$ cat src/hdl/hcbd_pkg.sv
package hcbd_pkg;

    // Width of the chunk length counter.
    localparam int COUNT_BITS = 32;

    localparam int BYTE_BITS = 8;
    localparam int KIND_BITS = 2;

    // Unit step of the chunk length counter.
    localparam logic [COUNT_BITS-1:0] COUNT_ONE = COUNT_BITS'(1);

    // Character codes used by the size line parser.
    localparam logic [BYTE_BITS-1:0] CHAR_CR = 8'h0D;
    localparam logic [BYTE_BITS-1:0] CHAR_LF = 8'h0A;

    // Number of bytes skipped after every chunk payload.
    localparam logic [1:0] SKIP_BYTES = 2'd2;

    // Result kinds.
    localparam logic [KIND_BITS-1:0] KIND_DATA  = 2'd0;
    localparam logic [KIND_BITS-1:0] KIND_END   = 2'd1;
    localparam logic [KIND_BITS-1:0] KIND_ERROR = 2'd2;

    // Parser modes.
    typedef enum logic [2:0] {
        MODE_DIGITS  = 3'd0,
        MODE_IGNORE  = 3'd1,
        MODE_GOT_CR  = 3'd2,
        MODE_PAYLOAD = 3'd3,
        MODE_SKIP    = 3'd4,
        MODE_DONE    = 3'd5
    } parse_mode_t;

    // Hex digit decoder result.
    typedef struct packed {
        logic       valid;
        logic [3:0] value;
    } hex_digit_t;

    function automatic hex_digit_t hex_decode(input logic [BYTE_BITS-1:0] c);
        hex_digit_t d;
        d.valid = 1'b0;
        d.value = 4'd0;
        if (c >= 8'h30 && c <= 8'h39)
        begin
            d.valid = 1'b1;
            d.value = 4'(c - 8'h30);
        end
        else if (c >= 8'h61 && c <= 8'h66)
        begin
            d.valid = 1'b1;
            d.value = 4'(c - 8'h61 + 8'd10);
        end
        else if (c >= 8'h41 && c <= 8'h46)
        begin
            d.valid = 1'b1;
            d.value = 4'(c - 8'h41 + 8'd10);
        end
        return d;
    endfunction

endpackage

$ cat src/hdl/http_chunked_body_decoder_top.sv
// HTTP chunked body decoder. Raw body bytes enter on the s_ stream, one per
// transaction, and only payload bytes leave on the m_ stream (kind 0); a zero
// length chunk gives one end result (kind 1), and a size line with no hex
// digit or a length that overflows the 32-bit counter gives one error result
// (kind 2). After an end or an error all bytes are dropped until a byte
// arrives with body_start set, which restarts the parser on that byte. Size
// line, CR LF and trailing bytes produce no result. The block takes one byte
// per clock whenever the downstream side keeps m_tready high: each byte sits
// in an input register, the parser works out its next mode and counter from
// it, and the result lands in an output register, so a byte passes through
// the input register and then the output register on its way to the m_ stream.
module http_chunked_body_decoder_top
(
    input  logic       clk,
    input  logic       rst_n,
    input  logic       s_tvalid,
    output logic       s_tready,
    input  logic [7:0] s_tdata,   // [7:0] in_byte
    input  logic [0:0] s_tuser,   // [0] body_start
    output logic       m_tvalid,
    input  logic       m_tready,
    output logic [7:0] m_tdata,   // [7:0] out_byte
    output logic [1:0] m_tuser    // [1:0] kind
);

    // Input stage.
    logic                            in_valid_reg;
    logic [hcbd_pkg::BYTE_BITS-1:0]  in_byte_reg;
    logic                            in_start_reg;

    // Parser state.
    hcbd_pkg::parse_mode_t           mode_reg, mode_next;
    logic [hcbd_pkg::COUNT_BITS-1:0] count_reg, count_next;
    logic                            digit_seen_reg, digit_seen_next;
    logic [1:0]                      skip_reg, skip_next;

    // Output stage.
    logic                            out_valid_reg, out_valid_next;
    logic [hcbd_pkg::BYTE_BITS-1:0]  out_byte_reg, out_byte_next;
    logic [hcbd_pkg::KIND_BITS-1:0]  out_kind_reg, out_kind_next;

    // Effective state after an optional body restart.
    hcbd_pkg::parse_mode_t           cur_mode;
    logic [hcbd_pkg::COUNT_BITS-1:0] cur_count;
    logic                            cur_digit_seen;
    logic [1:0]                      cur_skip;
    hcbd_pkg::hex_digit_t            hex;
    logic                            advance;
    logic [1:0]                      skip_dec;

    // The staged byte moves on when the output register is free or drains.
    assign advance  = in_valid_reg && (!out_valid_reg || m_tready);
    assign s_tready = !in_valid_reg || advance;

    assign m_tvalid = out_valid_reg;
    assign m_tdata  = out_byte_reg;
    assign m_tuser  = out_kind_reg;

    // Input register.
    always_ff @(posedge clk or negedge rst_n)
    begin
        if (!rst_n)
            in_valid_reg <= 1'b0;
        else if (s_tready)
            in_valid_reg <= s_tvalid;
    end

    always_ff @(posedge clk)
    begin
        if (s_tvalid && s_tready)
        begin
            in_byte_reg  <= s_tdata;
            in_start_reg <= s_tuser[0];
        end
    end

    // Parser step for the staged byte.
    always_comb
    begin
        if (in_start_reg)
        begin
            cur_mode       = hcbd_pkg::MODE_DIGITS;
            cur_count      = '0;
            cur_digit_seen = 1'b0;
            cur_skip       = '0;
        end
        else
        begin
            cur_mode       = mode_reg;
            cur_count      = count_reg;
            cur_digit_seen = digit_seen_reg;
            cur_skip       = skip_reg;
        end

        hex      = hcbd_pkg::hex_decode(in_byte_reg);
        skip_dec = (cur_skip != 2'd0) ? cur_skip - 2'd1 : cur_skip;

        mode_next       = cur_mode;
        count_next      = cur_count;
        digit_seen_next = cur_digit_seen;
        skip_next       = cur_skip;
        out_valid_next  = 1'b0;
        out_byte_next   = '0;
        out_kind_next   = hcbd_pkg::KIND_DATA;

        unique case (cur_mode)
            hcbd_pkg::MODE_DIGITS:
            begin
                if (hex.valid)
                begin
                    // A digit that would shift bits out of the counter is fatal.
                    if (cur_count[hcbd_pkg::COUNT_BITS-1 -: 4] != 4'd0)
                    begin
                        mode_next      = hcbd_pkg::MODE_DONE;
                        out_valid_next = 1'b1;
                        out_kind_next  = hcbd_pkg::KIND_ERROR;
                    end
                    else
                    begin
                        count_next      = {cur_count[hcbd_pkg::COUNT_BITS-5:0], hex.value};
                        digit_seen_next = 1'b1;
                    end
                end
                else if (in_byte_reg == hcbd_pkg::CHAR_CR)
                    mode_next = hcbd_pkg::MODE_GOT_CR;
                else
                    mode_next = hcbd_pkg::MODE_IGNORE;
            end
            hcbd_pkg::MODE_IGNORE:
            begin
                if (in_byte_reg == hcbd_pkg::CHAR_CR)
                    mode_next = hcbd_pkg::MODE_GOT_CR;
            end
            hcbd_pkg::MODE_GOT_CR:
            begin
                if (in_byte_reg == hcbd_pkg::CHAR_CR)
                    mode_next = hcbd_pkg::MODE_GOT_CR;
                else if (in_byte_reg != hcbd_pkg::CHAR_LF)
                    mode_next = hcbd_pkg::MODE_IGNORE;
                else if (!cur_digit_seen)
                begin
                    mode_next      = hcbd_pkg::MODE_DONE;
                    out_valid_next = 1'b1;
                    out_kind_next  = hcbd_pkg::KIND_ERROR;
                end
                else if (cur_count == '0)
                begin
                    mode_next      = hcbd_pkg::MODE_DONE;
                    out_valid_next = 1'b1;
                    out_kind_next  = hcbd_pkg::KIND_END;
                end
                else
                    mode_next = hcbd_pkg::MODE_PAYLOAD;
            end
            hcbd_pkg::MODE_PAYLOAD:
            begin
                count_next     = cur_count - hcbd_pkg::COUNT_ONE;
                out_valid_next = 1'b1;
                out_byte_next  = in_byte_reg;
                out_kind_next  = hcbd_pkg::KIND_DATA;
                if (cur_count == hcbd_pkg::COUNT_ONE)
                begin
                    mode_next = hcbd_pkg::MODE_SKIP;
                    skip_next = hcbd_pkg::SKIP_BYTES;
                end
            end
            hcbd_pkg::MODE_SKIP:
            begin
                skip_next = skip_dec;
                if (skip_dec == 2'd0)
                begin
                    mode_next       = hcbd_pkg::MODE_DIGITS;
                    count_next      = '0;
                    digit_seen_next = 1'b0;
                end
            end
            default:
                mode_next = hcbd_pkg::MODE_DONE;
        endcase
    end

    // Parser state register.
    always_ff @(posedge clk or negedge rst_n)
    begin
        if (!rst_n)
        begin
            mode_reg       <= hcbd_pkg::MODE_DIGITS;
            count_reg      <= '0;
            digit_seen_reg <= 1'b0;
            skip_reg       <= '0;
        end
        else if (advance)
        begin
            mode_reg       <= mode_next;
            count_reg      <= count_next;
            digit_seen_reg <= digit_seen_next;
            skip_reg       <= skip_next;
        end
    end

    // Output register.
    always_ff @(posedge clk or negedge rst_n)
    begin
        if (!rst_n)
            out_valid_reg <= 1'b0;
        else if (advance)
            out_valid_reg <= out_valid_next;
        else if (m_tready)
            out_valid_reg <= 1'b0;
    end

    always_ff @(posedge clk)
    begin
        if (advance && out_valid_next)
        begin
            out_byte_reg <= out_byte_next;
            out_kind_reg <= out_kind_next;
        end
    end

endmodule

$ cat config.mk
export PLATFORM = sky130hd
export DESIGN_NAME = http_chunked_body_decoder_top
export DESIGN_NICKNAME = d
export VERILOG_FILES = /design/src/hdl/hcbd_pkg.sv /design/src/hdl/http_chunked_body_decoder_top.sv
export SDC_FILE = /design/constraint.sdc
export NUM_CORES = 1
export LEC_CHECK = 0
export BUFFER_PORTS_ARGS = -buffer_cell sky130_fd_sc_hd__buf_4
export CORE_MARGIN = 3
export CORE_UTILIZATION = 40
export CTS_CLUSTER_DIAMETER = 100
export CTS_CLUSTER_SIZE = 25
export DETAILED_ROUTE_END_ITERATION = 12
export PLACE_DENSITY = 0.62
export RECOVER_POWER = 50
export SLEW_MARGIN = 20
export SYNTH_ARGS = -nofsm -noshare
export SYNTH_HDL_FRONTEND = slang
export SYNTH_SLANG_ARGS = --single-unit
export TNS_END_PERCENT = 5
$ cat constraint.sdc
create_clock -name clk -period 3.45 [get_ports clk]
set_clock_uncertainty 0.1 [all_clocks]
set_input_delay 0.345 -clock clk [delete_from_list [all_inputs] [get_ports clk]]
set_output_delay 0.345 -clock clk [all_outputs]
set_load 0.05 [all_outputs]
**Word level (Yosys, flattened, before mapping)**

Index checks and enable logic that the tools add are counted.

- Logic and storage cells: 91
- Output and inout bits: 12
- Bits in registers: 59
- Bits of input ports: 13

- Reductions and logical operators: 16
- $lt $le $gt $ge: 6
- Multiplexer cells: 45
- Eq/ne operators: 7
- Add/subtract/negate cells: 7

Operators with widths:

| cell | count |
|---|---|
| two-way mux 32 bit | 4 |
| one-hot mux 32 bit (3 select lines) | 1 |
| == test 32 x 1 -> 1 bit, second input constant | 1 |
| zero test 32 bit | 1 |
| subtractor 32 x 1 -> 32 bit, second input constant | 1 |
| two-way mux 3 bit | 10 |
| two-way mux 2 bit | 9 |
| greater-or-equal comparator 8 x 7 -> 1 bit, second input constant | 2 |
| less-or-equal comparator 8 x 7 -> 1 bit, second input constant | 2 |
| two-way mux 5 bit | 3 |
| one-hot mux 3 bit (5 select lines) | 1 |
| two-way mux 1 bit | 13 |
| subtractor 4 x 1 -> 4 bit, second input constant | 3 |
| adder 4 bit, second input constant | 2 |
| == test 8 x 4 -> 1 bit, second input constant | 1 |
| greater-or-equal comparator 8 x 6 -> 1 bit, second input constant | 1 |
| less-or-equal comparator 8 x 6 -> 1 bit, second input constant | 1 |
| != test 8 x 4 -> 1 bit, second input constant | 1 |
| one-hot mux 2 bit (2 select lines) | 2 |
| == test 3 x 2 -> 1 bit, second input constant | 2 |
| logical AND 1 bit | 6 |
| nonzero test 2 bit | 2 |
| nonzero test 4 bit | 1 |
| == test 3 x 1 -> 1 bit, second input constant | 1 |
| 8 further kinds | 10 |

**Longest topological paths before layout**

- Word-level depth: 8
- Depth in mapped cells: 9
- Mapped depth without buffers: 8

**Worst setup path after synthesis**

Ideal clock, no wire load.

- Path kind: register to register
- From: register count_reg[19] in the netlist's numbering
- To: register out_byte_reg (netlist bit m_tdata[0]), enable pin
- Library setup time: 0.380 ns
- Cell stages (with the launch flop): 7
- Period minus slack after synthesis: 2.651 ns
- Buffers on the path: 0
- Required time: 2.970 ns
- Arrival: 2.171 ns
- Setup slack: 0.799 ns
- Cells stage by stage: dfrtp_1 > nor4_4 > a41oi_4 > nor3b_2 > o2111ai_1 > nor2b_1 > a21oi_1

- Cells in the longest elaborated chain, start to end: 8

RTL lines:

| what | RTL line | text |
|---|---|---|
| start, declared | http_chunked_body_decoder_top.sv:33 | `logic [hcbd_pkg::COUNT_BITS-1:0] count_reg, count_next;` |
| start signal, assigned | http_chunked_body_decoder_top.sv:195 | `count_reg <= count_next;` |
| two-way mux 32 bit | http_chunked_body_decoder_top.sv:80 | `if (in_start_reg)` |
| zero test 32 bit | http_chunked_body_decoder_top.sv:146 | `else if (cur_count == '0)` |
| two-way mux 1 bit | http_chunked_body_decoder_top.sv:146 |  |
| two-way mux 1 bit | http_chunked_body_decoder_top.sv:140 | `else if (!cur_digit_seen)` |
| two-way mux 1 bit | http_chunked_body_decoder_top.sv:138 | `else if (in_byte_reg != hcbd_pkg::CHAR_LF)` |
| two-way mux 1 bit | http_chunked_body_decoder_top.sv:136 | `if (in_byte_reg == hcbd_pkg::CHAR_CR)` |
| one-hot mux 1 bit (3 select lines) | http_chunked_body_decoder_top.sv:106 | `unique case (cur_mode)` |
| logical AND 1 bit | http_chunked_body_decoder_top.sv:214 | `if (advance && out_valid_next)` |
| end signal, assigned | http_chunked_body_decoder_top.sv:216 | `out_byte_reg <= out_byte_next;` |
| end, declared | http_chunked_body_decoder_top.sv:39 | `logic [hcbd_pkg::BYTE_BITS-1:0] out_byte_reg, out_byte_next;` |

Every way passes these cells.
A chain may end at the register's enable or synchronous reset.

**Worst setup path in the final report**

- From: register mode_reg[2]
- To: register count_reg[28] in the netlist's numbering

- Cells in the longest elaborated chain, start to end: 3
- Elaborated cells on any way between the ends: 5
- Classes of those cells: eq/ne: 2; mux: 2; reduce/logical: 1

RTL lines:

| what | RTL line | text |
|---|---|---|
| start, declared | http_chunked_body_decoder_top.sv:32 | `hcbd_pkg::parse_mode_t mode_reg, mode_next;` |
| start signal, assigned | http_chunked_body_decoder_top.sv:187 | `mode_reg <= hcbd_pkg::MODE_DIGITS;` |
| start signal, assigned | http_chunked_body_decoder_top.sv:194 | `mode_reg <= mode_next;` |
| two-way mux 3 bit * | http_chunked_body_decoder_top.sv:80 |  |
| == test 3 bit (tied with other cells) | http_chunked_body_decoder_top.sv:106 |  |
| one-hot mux 32 bit (3 select lines) * | http_chunked_body_decoder_top.sv:106 |  |

Every way passes the cells marked *; elsewhere a longest branch is shown, timed or not.

==> reports/qor.yml <==
dp_hpwl_um: 9190
min_period_ns: 2.94
power_density_nw_per_um2: 539
vias_per_cell: 6.43
drtIter0Drc: 384
outcome: "finished with violations"
worstSetupStartpointType: "register"
core_area_um2: 9820
cap_violations: 1
grt_pass1_vias: 3880
synth_top_family_by_area: "compound AO/OA/AOI/OAI gates"
utilization_pct: 46.7
ys_types: 69
syn-num-nets: 481
vias: 3989
clkLatencyLatePin_ns: 0.36
fin_worst_hold_slack_ns: 0.0816
cts_tree: "done"
synth_top_area_cell: "dfrtp_1"
cts_buffers: 9
drive_above_1_share_pct: 13.1
firstDrtPassIters: 5
port_buffers: 24
vdd_ir_drop_max_v: 0.000243
synth_edf_count: 19
post_drt_wl_per_cell_um: 21.1
top_usage_layer: "met1"
required_ns: 3.63
layout.nets: 500
endpoint_kind: "register"
synthCells: 463
wirelength_um: 13100
multi_input_area_um2: 2310
antenna_cells: 0
largest_register_ffs: 32
ys_seq_area_share_pct: 38.8
gp_congestion: 0.871
cp_max_fo: 14
maxSlewViolCount: 41
hold_violations: 0
antenna_found_initial: 0
use_met2_pct: 35.1
h-tree-depth: 3
cp_num_buf_inv: 0
grt_first_pass_wirelength_um: 21500
synthSimpleGateAreaFrac_pct: 26.4
ys.flop_type: "dfrtp_1"
clock.fmax_ghz: 0.341
start_util_pct: 41.3
layout_common_cells: "nor2_1, nand2_1, dfrtp_1"
synth_top_area_share_pct: 24.7
finalSetupViolations: 0
final_common_cell: "nor2_1"
regArea_um2: 1570
synth-seq-cells: 59
met1_usage_pct: 36.0
maxSlewHeadroom_pct: -57.9
finalSetupTns_ns: 0
synth-xor-area-share_pct: 0.648
power_leakage_nw: 1.76
use_met3_pct: 4.76
chipHeight_um: 107
synthAdderAreaFrac_pct: 1.54
ant_nets: 0
worst_pin_slew_ns: 2.37
path_class: "reg2reg"
fin_crit_sh_pct: 85.1
clock-sinks: 59
cts.reportedPaths.clkPinSlew_ns: 0.08
drc: 0
fin_area_um2: 4590
clockBufferDepth: 2
cp_cell_sequence: "and3b_1, nor2_1, nor2_1, nand2_1, nor2_1, a221o_1"
cp_slowest_cell: "nor2_1"
synth_area_um2: 4050
crit_family: "simple AND/OR/NAND/NOR gates"
async_flop_share_pct: 67.8
track_usage_pct: 24.3
muxShareOfSynthArea_pct: 1.02
yosys_warnings: 0
area_delta_synth_final_pct: 13.2
root_buffer: "clkbuf_8"
synth_compound_area_share_pct: 27.5
critical_path.max_stage_delay_ns: 0.71
grt_max_degree: 41
crit_top_cell: "nor2_1"
fillCellCount: 992
synth_area_leaders: "dfrtp_1, edfxtp_1, a21oi_1"
syn_area_per_cell_um2: 8.75
die_w_um: 107
num_rows: 36
worstPathArrival_ns: 3.12
globalRouteOverflowTotal: 0
die-area_um2: 11400
min_path_type: "in2reg"
placed_area_um2: 4380
violations: "capacitance limit, slew limit"
pin_count: 25
grt_setup_unrepaired: "no"
## per-stage QoR
| stage | setup slack (ns) | power, mW | instances |
|---|---|---|---|
| CTS | 0.575 | 2.46 | 620 |
| finish | 0.514 | 2.47 | 620 |
| detailed placement | 0.593 | 1.67 | 603 |
| floorplan | 0.799 | 1.45 | 463 |
| global placement | 0.629 | 1.67 | 603 |
| global route | 0.245 | 2.60 | 620 |
## Yosys cell counts, types with 5 or more instances
| cell type | number |
|---|---|
| edfxtp_1 | 19 |
| clkbuf_1 | 21 |
| a211oi_1 | 5 |
| o21ai_0 | 22 |
| a21oi_1 | 37 |
| nor3_1 | 14 |
| nand3_1 | 14 |
| inv_1 | 13 |
| or3_1 | 6 |
| nor4_2 | 5 |
| a221o_1 | 12 |
| o211ai_1 | 6 |
| nand2_1 | 43 |
| ha_1 | 5 |
| or2_2 | 5 |
| nor4_1 | 11 |
| dfrtp_1 | 40 |
| o22ai_1 | 5 |
| nor2_1 | 48 |
| a31oi_1 | 16 |
| and3_1 | 12 |
| buf_2 | 8 |
| o21ai_1 | 6 |
## path summary, 6_finish.rpt
| path | start | end | slack (ns) | depth (start not counted) |
|---|---|---|---|---|
| min reg2reg | skip_reg[0] | skip_reg[0] | 0.45 | 3 |
| min in group asynchronous | rst_n | skip_reg[1] | 1.15 | 2 |
| min | s_tdata[5] | in_byte_reg[5] | 0.08 | 1 |
| max in group asynchronous | rst_n | count_reg[28] | 0.75 | 2 |
| max reg2reg | mode_reg[2] | count_reg[28] | 0.51 | 6 |
| max | mode_reg[2] | count_reg[28] | 0.51 | 6 |
## power breakdown
group          total [mW]  switching [mW]  internal [mW]
registers           0.956           0.158          0.798
clock network       0.801           0.322          0.479
logic               0.718           0.461          0.257
## cell type report
type | count | area share, %
inverters | 13 | 1.06
well taps | 133 | 3.63
flip-flops and latches | 59 | 34.3
multi-input cells | 362 | 50.4
clock buffers | 9 | 2.70
repair buffers | 37 | 5.40
clock inverters | 7 | 2.54
## cell families (layout without fill, tap and decap cells)
kind of cell,after synthesis,after routing
xor+xnor,3,3
buf+inv,42,66
mux,4,4
fa+ha+maj,5,5
simple gates,192,192
flops,59,59
compound gates,158,158
## routing by layer
metal  part of all wire, %  wire length (µm)
met5                     0                 0
met4                   2.1               273
met3                   9.2              1200
met2                    45              5860
met1                    44              5730
## repair_timing
| action | in CTS | in global routing |
|---|---|---|
| gates resized for setup | 0 | 0 |
| hold buffers | 1 | 0 |
| setup buffers | 0 | 0 |
| endpoints found under the hold margin | 40 | 0 |
(Power assumes the default switching activity.)
